**src/rtl/core/ssd_pkg.sv**
```systemverilog
`timescale 1ns / 1ps
// ----------------------------------------------------------------------------
// Seven-segment display driver package
// Shared word types, segment codes and unit mode codes.
// ----------------------------------------------------------------------------
package ssd_pkg;

  localparam int NUM_DIGITS = 4;
  localparam int POS_W      = $clog2(NUM_DIGITS);
  localparam int SEG_W      = 8;
  localparam int CNT_W      = $clog2(SEG_W + 1);

  localparam logic CMD_LOAD = 1'b0;
  localparam logic CMD_TICK = 1'b1;

  localparam logic [1:0] MODE_VOLT  = 2'd0;
  localparam logic [1:0] MODE_CURR  = 2'd1;
  localparam logic [1:0] MODE_POWER = 2'd2;

  localparam logic [SEG_W-1:0] SEG_DP = 8'h80;
  localparam logic [SEG_W-1:0] SEG_V  = 8'h3E;
  localparam logic [SEG_W-1:0] SEG_A  = 8'h77;
  localparam logic [SEG_W-1:0] SEG_P  = 8'h73;

  localparam int DP_VOLT  = 1;
  localparam int DP_POWER = 0;

  localparam logic [9:0]  SHOWN_MAX = 10'd999;
  localparam logic [16:0] RECIP10   = 17'd104858;
  localparam logic [17:0] RECIP100  = 18'd167773;
  localparam logic [5:0]  RECIP100S = 6'd41;
  localparam logic [7:0]  RECIP10S  = 8'd205;

  typedef struct packed {
    logic        cmd;
    logic [16:0] value_hundredths;
    logic [1:0]  unit_mode;
  } in_word_t;

  typedef struct packed {
    logic       serial_bit;
    logic       is_latch;
    logic [3:0] digit_enables_n;
    logic       last;
  } out_word_t;

  typedef struct packed {
    logic                                is_tick;
    logic [NUM_DIGITS-1:0][SEG_W-1:0]    bytes;
  } q_entry_t;

  function automatic logic [SEG_W-1:0] seg_of(input logic [3:0] d);
    logic [SEG_W-1:0] s;
    unique case (d)
      4'd0:    s = 8'h3F;
      4'd1:    s = 8'h06;
      4'd2:    s = 8'h5B;
      4'd3:    s = 8'h4F;
      4'd4:    s = 8'h66;
      4'd5:    s = 8'h6D;
      4'd6:    s = 8'h7D;
      4'd7:    s = 8'h07;
      4'd8:    s = 8'h7F;
      4'd9:    s = 8'h6F;
      default: s = 8'h00;
    endcase
    return s;
  endfunction

endpackage

```
**src/rtl/core/ssd_front.sv**
```systemverilog
`timescale 1ns / 1ps
// ----------------------------------------------------------------------------
// Seven-segment display driver front end
// Accepts words, scales load values and turns them into four segment bytes.
// ----------------------------------------------------------------------------
module ssd_front (
  input  logic              clk,
  input  logic              rst,
  input  logic              push,
  output logic              full,
  input  ssd_pkg::in_word_t item,
  output logic              q_push,
  input  logic              q_full,
  output ssd_pkg::q_entry_t q_entry
);

  logic              v1;
  ssd_pkg::in_word_t c1;
  logic              v2;
  logic              cmd2;
  logic [1:0]        mode2;
  logic              zero2;
  logic [9:0]        shown2;

  logic        advance;
  logic        load_s1;
  logic [33:0] prod10;
  logic [34:0] prod100;
  logic [16:0] scaled;
  logic [9:0]  shown;
  logic        drop;

  logic [15:0] hp;
  logic [17:0] tp;
  logic [3:0]  hund;
  logic [6:0]  tens_all;
  logic [6:0]  tens_w;
  logic [9:0]  ones_w;

  assign advance = !v2 || !q_full;
  assign full    = v1 && !advance;
  assign load_s1 = !v1 || advance;

  assign prod10  = 34'(c1.value_hundredths) * 34'(ssd_pkg::RECIP10);
  assign prod100 = 35'(c1.value_hundredths) * 35'(ssd_pkg::RECIP100);

  always_comb begin
    case (c1.unit_mode)
      ssd_pkg::MODE_VOLT: scaled = {3'b000, prod10[33:20]};
      ssd_pkg::MODE_CURR: scaled = {6'b000000, prod100[34:24]};
      default:            scaled = c1.value_hundredths;
    endcase
    shown = (scaled > 17'(ssd_pkg::SHOWN_MAX)) ? ssd_pkg::SHOWN_MAX : scaled[9:0];
    drop  = (c1.cmd == ssd_pkg::CMD_LOAD) && (c1.unit_mode > ssd_pkg::MODE_POWER);
  end

  always_ff @(posedge clk) begin
    if (rst) begin
      v1 <= 1'b0;
      v2 <= 1'b0;
    end else begin
      if (load_s1) begin
        v1 <= push;
      end
      if (advance) begin
        v2 <= v1 && !drop;
      end
    end
  end

  always_ff @(posedge clk) begin
    if (load_s1 && push) begin
      c1 <= item;
    end
    if (advance) begin
      cmd2   <= c1.cmd;
      mode2  <= c1.unit_mode;
      zero2  <= (c1.value_hundredths == 17'd0);
      shown2 <= shown;
    end
  end

  assign hp       = 16'(shown2) * 16'(ssd_pkg::RECIP100S);
  assign tp       = 18'(shown2) * 18'(ssd_pkg::RECIP10S);
  assign hund     = hp[15:12];
  assign tens_all = tp[17:11];
  assign tens_w   = tens_all - 7'(hund) * 7'd10;
  assign ones_w   = shown2 - 10'(tens_all) * 10'd10;

  always_comb begin
    q_entry.is_tick = (cmd2 == ssd_pkg::CMD_TICK);
    if (zero2) begin
      for (int i = 0; i < ssd_pkg::NUM_DIGITS; i++) begin
        q_entry.bytes[i] = ssd_pkg::seg_of(4'd0);
      end
    end else begin
      q_entry.bytes[0] = ssd_pkg::seg_of(hund);
      q_entry.bytes[1] = ssd_pkg::seg_of(tens_w[3:0]);
      q_entry.bytes[2] = ssd_pkg::seg_of(ones_w[3:0]);
      case (mode2)
        ssd_pkg::MODE_VOLT: q_entry.bytes[3] = ssd_pkg::SEG_V;
        ssd_pkg::MODE_CURR: q_entry.bytes[3] = ssd_pkg::SEG_A;
        default:            q_entry.bytes[3] = ssd_pkg::SEG_P;
      endcase
    end
    case (mode2)
      ssd_pkg::MODE_VOLT: q_entry.bytes[ssd_pkg::DP_VOLT] =
                            q_entry.bytes[ssd_pkg::DP_VOLT] | ssd_pkg::SEG_DP;
      ssd_pkg::MODE_POWER: q_entry.bytes[ssd_pkg::DP_POWER] =
                             q_entry.bytes[ssd_pkg::DP_POWER] | ssd_pkg::SEG_DP;
      default: ;
    endcase
  end

  assign q_push = v2 && !q_full;

endmodule

```
**src/rtl/core/ssd_fifo.sv**
```systemverilog
`timescale 1ns / 1ps
// ----------------------------------------------------------------------------
// Seven-segment display driver queue
// Small first-in first-out queue of decoded words between front and back.
// ----------------------------------------------------------------------------
module ssd_fifo #(
  parameter int DEPTH = 4
) (
  input  logic              clk,
  input  logic              rst,
  input  logic              wr_en,
  output logic              full,
  input  ssd_pkg::q_entry_t wr_data,
  output logic              valid,
  input  logic              rd_en,
  output ssd_pkg::q_entry_t rd_data
);

  localparam int AW = (DEPTH > 1) ? $clog2(DEPTH) : 1;
  localparam int CW = $clog2(DEPTH + 1);

  ssd_pkg::q_entry_t mem [DEPTH];
  logic [AW-1:0]     wptr;
  logic [AW-1:0]     rptr;
  logic [CW-1:0]     count;
  logic              do_wr;
  logic              do_rd;

  assign full    = (count == CW'(DEPTH));
  assign valid   = (count != '0);
  assign do_wr   = wr_en && !full;
  assign do_rd   = rd_en && valid;
  assign rd_data = mem[rptr];

  always_ff @(posedge clk) begin
    if (rst) begin
      wptr  <= '0;
      rptr  <= '0;
      count <= '0;
    end else begin
      if (do_wr) begin
        wptr <= (wptr == AW'(DEPTH - 1)) ? '0 : wptr + 1'b1;
      end
      if (do_rd) begin
        rptr <= (rptr == AW'(DEPTH - 1)) ? '0 : rptr + 1'b1;
      end
      if (do_wr && !do_rd) begin
        count <= count + 1'b1;
      end else if (do_rd && !do_wr) begin
        count <= count - 1'b1;
      end
    end
  end

  always_ff @(posedge clk) begin
    if (do_wr) begin
      mem[wptr] <= wr_data;
    end
  end

endmodule

```
**src/rtl/core/ssd_back.sv**
```systemverilog
`timescale 1ns / 1ps
// ----------------------------------------------------------------------------
// Seven-segment display driver back end
// Holds the digit store and scan state and serializes refresh ticks.
// ----------------------------------------------------------------------------
module ssd_back (
  input  logic               clk,
  input  logic               rst,
  input  logic               q_valid,
  output logic               q_pop,
  input  ssd_pkg::q_entry_t  q_head,
  output logic               empty,
  input  logic               pop,
  output ssd_pkg::out_word_t result
);

  localparam int ND = ssd_pkg::NUM_DIGITS;
  localparam int PW = ssd_pkg::POS_W;
  localparam int CW = ssd_pkg::CNT_W;

  logic [ND-1:0][ssd_pkg::SEG_W-1:0] store;
  logic [PW-1:0]                     pos;
  logic [ND-1:0]                     en_n;
  logic                              active;
  logic [CW-1:0]                     cnt;
  logic [ssd_pkg::SEG_W-1:0]         sh;
  logic                              out_valid;

  logic          emit;
  logic          emit_latch;
  logic          head_load;
  logic          start;
  logic [PW-1:0] pos_inc;
  logic [PW-1:0] rd_pos;
  logic [ND-1:0] latch_en;

  assign emit       = active && (!out_valid || pop);
  assign emit_latch = emit && (cnt == CW'(ssd_pkg::SEG_W));
  assign head_load  = q_valid && !q_head.is_tick;
  assign start      = q_valid && q_head.is_tick && (!active || emit_latch);
  assign q_pop      = head_load || start;
  assign pos_inc    = (pos == PW'(ND - 1)) ? '0 : pos + 1'b1;
  assign rd_pos     = active ? pos_inc : pos;
  assign latch_en   = ~({{(ND - 1){1'b0}}, 1'b1} << pos);
  assign empty      = !out_valid;

  always_ff @(posedge clk) begin
    if (rst) begin
      store     <= '0;
      pos       <= '0;
      en_n      <= '1;
      active    <= 1'b0;
      cnt       <= '0;
      out_valid <= 1'b0;
    end else begin
      if (head_load) begin
        store <= q_head.bytes;
      end
      if (emit) begin
        out_valid <= 1'b1;
        if (emit_latch) begin
          active <= 1'b0;
          en_n   <= latch_en;
          pos    <= pos_inc;
        end else begin
          cnt <= cnt + 1'b1;
        end
      end else if (pop) begin
        out_valid <= 1'b0;
      end
      if (start) begin
        active <= 1'b1;
        cnt    <= '0;
      end
    end
  end

  always_ff @(posedge clk) begin
    if (emit) begin
      if (emit_latch) begin
        result.serial_bit      <= 1'b0;
        result.is_latch        <= 1'b1;
        result.digit_enables_n <= latch_en;
        result.last            <= 1'b1;
      end else begin
        result.serial_bit      <= sh[ssd_pkg::SEG_W-1];
        result.is_latch        <= 1'b0;
        result.digit_enables_n <= en_n;
        result.last            <= 1'b0;
        sh                     <= sh << 1;
      end
    end
    if (start) begin
      sh <= store[rd_pos];
    end
  end

  a_latch_one_digit: assert property (@(posedge clk) disable iff (rst)
    out_valid && result.is_latch |-> $countones(result.digit_enables_n) == ND - 1)
    else $error("latch word does not enable exactly one digit");

  a_latch_is_last: assert property (@(posedge clk) disable iff (rst)
    out_valid |-> result.is_latch == result.last)
    else $error("last flag differs from latch flag");

  a_cnt_range: assert property (@(posedge clk) disable iff (rst)
    active |-> cnt <= CW'(ssd_pkg::SEG_W))
    else $error("bit counter out of range");

  a_latch_ends_run: assert property (@(posedge clk) disable iff (rst)
    emit_latch && !start |=> !active)
    else $error("serializer still active after latch word");

endmodule

```
**src/rtl/core/seven_segment_mux_display_driver.sv**
```systemverilog
`timescale 1ns / 1ps
// A refresh tick produces nine result words, eight segment bits MSB first and
// then one latch word, at one word per cycle when the result side keeps
// popping; that rate is set by the bit serializer in the back end. A load
// produces no words and only writes the digit store. Input words are taken
// every cycle while the queue between front and back has room; the front end
// registers each word, scales it and registers the result, then splits digits.
// ----------------------------------------------------------------------------
// Seven-segment display driver top level
// Front end, decoded-word queue and serializing back end.
// ----------------------------------------------------------------------------
module seven_segment_mux_display_driver #(
  parameter int QUEUE_DEPTH = 4
) (
  input  logic               clk,
  input  logic               rst,
  input  logic               push,
  output logic               full,
  input  ssd_pkg::in_word_t  item,
  output logic               empty,
  input  logic               pop,
  output ssd_pkg::out_word_t result
);

  logic              f_push;
  logic              f_full;
  ssd_pkg::q_entry_t f_entry;
  logic              q_valid;
  logic              q_pop;
  ssd_pkg::q_entry_t q_head;

  ssd_front u_front (
    .clk     (clk),
    .rst     (rst),
    .push    (push),
    .full    (full),
    .item    (item),
    .q_push  (f_push),
    .q_full  (f_full),
    .q_entry (f_entry)
  );

  ssd_fifo #(
    .DEPTH (QUEUE_DEPTH)
  ) u_fifo (
    .clk     (clk),
    .rst     (rst),
    .wr_en   (f_push),
    .full    (f_full),
    .wr_data (f_entry),
    .valid   (q_valid),
    .rd_en   (q_pop),
    .rd_data (q_head)
  );

  ssd_back u_back (
    .clk     (clk),
    .rst     (rst),
    .q_valid (q_valid),
    .q_pop   (q_pop),
    .q_head  (q_head),
    .empty   (empty),
    .pop     (pop),
    .result  (result)
  );

endmodule

```
**config.mk**
```make
export PLATFORM = sky130hd
export DESIGN_NAME = seven_segment_mux_display_driver
export DESIGN_NICKNAME = d
export VERILOG_FILES = /design/src/rtl/core/ssd_pkg.sv /design/src/rtl/core/ssd_front.sv /design/src/rtl/core/ssd_fifo.sv /design/src/rtl/core/ssd_back.sv /design/src/rtl/core/seven_segment_mux_display_driver.sv
export SDC_FILE = /design/constraint.sdc
export NUM_CORES = 1
export LEC_CHECK = 0
export ABC_CLOCK_PERIOD_IN_PS = 14200
export BUFFER_PORTS_ARGS = -buffer_cell sky130_fd_sc_hd__buf_2
export CORE_UTILIZATION = 43
export DETAILED_ROUTE_END_ITERATION = 8
export SLEW_MARGIN = 40
export SYNTH_ARGS = -nofsm -noshare
export SYNTH_HDL_FRONTEND = slang
export SYNTH_SLANG_ARGS = --single-unit
```
**constraint.sdc**
```tcl
create_clock -name clk -period 14.2 [get_ports clk]
set_input_delay 0.71 -clock clk [delete_from_list [all_inputs] [get_ports clk]]
set_output_delay 0.71 -clock clk [all_outputs]
set_load 0.005 [all_outputs]
```
==> metrics list <==
- Result of the run: completed
- A synthesized cell averages between 10 and 15 µm².
- Counting flops with a built-in enable in the synthesized netlist gives 160.
- Actual slew at the worst max-slew pin: around 0.83 ns
- Number of vias in the routed layout: 14,100
- The largest individual stage delay along the critical path comes from the cell sky130_fd_sc_hd__edfxtp_1.
- Cells fill about 47% of the core in the end.
- Of the available clock period, the critical path in the final layout requires 56.0%.
- CP Launch Type: flop
* Number of rows in the core area: 81
* Asr flop ratio synth: 0%
- At the later pin of the worst-skew pair, clock insertion delay measures 0.52 ns.
- Crit end category: flop
- Most common cell after layout, fill and taps aside: sky130_fd_sc_hd__inv_1
* Hold Crit Depth: 1
* Syn nets: roughly 2,600
- The HPWL after detailed placement is ~43,000 µm.
- Fin. max-slew vios: 0
- Global-route total usage across every layer: between 20% and 30%
- Data required time at the worst endpoint: 14.43 ns
- Hold timing on the final database bottoms out at a slack of between 0.3 and 0.4 ns.
* Distinct cell type count of the synthesized netlist: 81
- Initial DRC count: 870
* Initial core utilization: 43.6%
* Clock tree from TritonCTS: done
* Clock buffer depth: 3
- In this run the number of H-tree levels came out at 1.
* Max Fclk: approximately 130 MHz
* Final cell count without fillers: about 2,700
- After detailed placement, the design holds a cell count of around 2,600.
* Per-cell via count in the routed design: around 5.3
- In the layout the commonest cells are sky130_fd_sc_hd__inv_1, sky130_fd_sc_hd__ha_1, sky130_fd_sc_hd__fa_1, sky130_fd_sc_hd__edfxtp_1, sky130_fd_sc_hd__nand2_1.
- Of the total synthesized cell area, the portion taken by full adders, half adders and majority gates is roughly 42%.
- The die covers roughly 51,000 µm².
* Detail Route Antenna Nets: 0
- Final period demand of the worst path: between 7 and 8 ns
- Ordered list of cells on the worst path: inv_1, ha_1, inv_1, fa_1, inv_1, fa_1, fa_1, inv_1, fa_1, fa_1, inv_1, ha_1, nand3_1, nor3b_1, a311oi_1, a21boi_1, o21ai_1, a31oi_1, xnor2_1, or3_1, a221oi_4, nand2_1
* Number of port buffers: 32
- After synthesis the cells add up to 21,400 µm².
- Vertical extent of the die: approximately 220 µm
- Total Routed Length: 51,600 µm
- Routability-driven placement finished with a final weighted congestion of 0.947.
- Cells on worst reg2reg path: 22
* Post-synthesis share of cell area spent on xor and xnor gates: ~2%
- Multiplexer cells account for around 4.9% of the synthesized area.
- Setup repair after global routing left no endpoint under its margin.
* CTS clk-pin slew, worst paths: around 0.08 ns
- The first global-routing pass estimated 82,000 µm of wire.
* Cts hold-fix bufs: 0
- Headroom to the max-slew limit came out at between 40% and 50%.
* Largest fanout on the critical path: 11
* Total inserted antenna cells: 0
- The via count of the first global-routing pass was between 10,000 and 15,000.
* Leading register cell type out of synthesis: sky130_fd_sc_hd__edfxtp_1
* Cell family with the largest share of critical-path delay: adder cells
* Share of synthesized area occupied by flip-flops and latches: a little over a quarter
- After the last flow step, the layout net total stands at 2,615.
- Routed wire per std cell: just under 20 µm
* Post-synthesis sequential element count: between 200 and 250
* Antenna violations before repair: 0
- Arrival time of data at the critical path endpoint: 8.18 ns
* Number of CTS-inserted buffers: 22
- After floorplanning, the core was sized to cover roughly 49,000 µm².
- The die is between 200 and 250 µm wide.
- After technology mapping, the gate count stands at 1,969.
* Number of max-capacitance violations reported: 0
- Layout cell share with drive strength beyond 1: between 7 and 8%
- Count of buffers added by post-CTS timing repair for setup: 0
- The critical path contains buffers and inverters numbering 5 combined.
- The clock net in this run drives a total of between 200 and 250 sinks.
* Slowest cell delay on critical path: 0.79 ns
- Largest family of logic cells by synthesized area: adder cells
* Fraction of the mapped netlist area in compound gates: approximately 7.7%
- In the routed design, unresolved DRC markers number 0.
- Clock tree synthesis selected as its root buffer the cell sky130_fd_sc_hd__clkbuf_16.
- Adding up every negative setup slack in the final design gives 0 ns.
- Critical path start-end classification: flop to flop
- The first TritonRoute pass finished after 5 iterations.
- In this run the count of I/O pins placed on the die edge is 33.
* Synth Area in Simple Gates: around 7.4%
* Warnings from Yosys: 0
* Worst Hold Class: primary input to flop
- Entering global routing, the biggest net connects 50 pins.
- Clock Skew: roughly 0.017 ns
- After clock tree synthesis, the repair step resized 0 gates.
- Final count of negative-setup-slack endpoints: 0
- Counting buffers and inverters, the worst setup path is 22 cells deep.
- Compared with the post-synthesis result, the final layout area differs by 7.50%.
- The final hold violation count came to 0.
- Overflow left after global routing: 0
-- sequential cells by signal, summed over array words and instances (netlist names), named ones only --
name              count
u_back.active         1
u_back.cnt            4
u_back.en_n           4
u_back.out_valid      1
u_back.pos            2
u_back.result         6
u_back.sh             8
u_back.store         28
u_fifo.count          3
u_fifo.mem          112
u_fifo.rptr           2
u_fifo.wptr           2
u_front.c1           20
u_front.cmd2          1
u_front.mode2         2
u_front.shown2       10
u_front.v1            1
u_front.v2            1
u_front.zero2         1
-- layer usage --
| metal | vias up | track usage, % | share of wire (%) | routed length (µm) |
|---|---|---|---|---|
| met1 | 7040 | 27.1 | 43 | 22000 |
| met3 | 85 | 2.52 | 4.4 | 2290 |
| met4 | 0 | 6.58 | 3.3 | 1710 |
| li1 | 6672 | - | - | - |
| met2 | 330 | 37.5 | 50 | 25600 |
| met5 | - | 0 | 0 | 0 |
-- path summary, 6_finish.rpt --
path | from | end | slack (ns)
worst max-delay path | u_front.c1[8] | u_front.shown2[7] | 6.25
worst min-delay path | item[2] | u_front.c1[2] | 0.35
worst max register to register | u_front.c1[8] | u_front.shown2[7] | 6.25
worst min register to register | u_back.store[14] | u_back.store[14] | 0.45
-- synth_stat cells, types with 5 or more instances --
cell type	number	area, µm²
sky130_fd_sc_hd__inv_1	453	1700
sky130_fd_sc_hd__ha_1	373	4670
sky130_fd_sc_hd__fa_1	216	4320
sky130_fd_sc_hd__edfxtp_1	160	4800
sky130_fd_sc_hd__nand2_1	125	469
sky130_fd_sc_hd__a21oi_1	95	475
sky130_fd_sc_hd__nor2_1	66	248
sky130_fd_sc_hd__dfxtp_1	51	1020
sky130_fd_sc_hd__o21ai_0	49	245
sky130_fd_sc_hd__mux4_2	35	788
sky130_fd_sc_hd__xnor2_1	24	210
sky130_fd_sc_hd__clkbuf_1	23	86.3
sky130_fd_sc_hd__nor3_1	22	110
sky130_fd_sc_hd__nand3_1	21	105
sky130_fd_sc_hd__nand4_1	16	100
sky130_fd_sc_hd__xor2_1	16	140
sky130_fd_sc_hd__and3_1	14	87.6
sky130_fd_sc_hd__a21o_1	13	97.6
sky130_fd_sc_hd__mux2_2	12	135
sky130_fd_sc_hd__mux2i_1	12	120
sky130_fd_sc_hd__a211oi_1	11	82.6
sky130_fd_sc_hd__and2_1	11	68.8
sky130_fd_sc_hd__nand2b_1	11	68.8
sky130_fd_sc_hd__o21a_1	11	82.6
sky130_fd_sc_hd__or2_2	10	62.6
sky130_fd_sc_hd__or3_1	9	56.3
sky130_fd_sc_hd__a31oi_1	7	43.8
sky130_fd_sc_hd__o21ai_1	7	35.0
sky130_fd_sc_hd__and4_1	5	43.8
-- stage by stage --
step	worst slack (ns)	instance area, µm²
2_1_floorplan	7.61	21400
3_3_place_gp	6.22	22300
3_5_place_dp	6.21	22300
4_1_cts	6.18	23000
5_1_grt	5.82	23000
6_report	6.25	23000
-- cell type report --
class / count / area [µm²]
fill: 4540 / 26000
clock buffer: 35 / 631
sequential: 211 / 5830
inverter: 455 / 1710
tap: 664 / 831
timing repair buffer: 40 / 223
multi-input combinational: 1272 / 13700
clock inverter: 5 / 27.5
-- cells by family after synthesis --
family,Yosys count
buf+inv,486
xor+xnor,43
fa+ha+maj,589
mux,59
compound gates,252
flops,211
simple gates,329
Power is not shown: default switching activity piles up to over one toggle a cycle in this logic, so the estimate is an artifact.
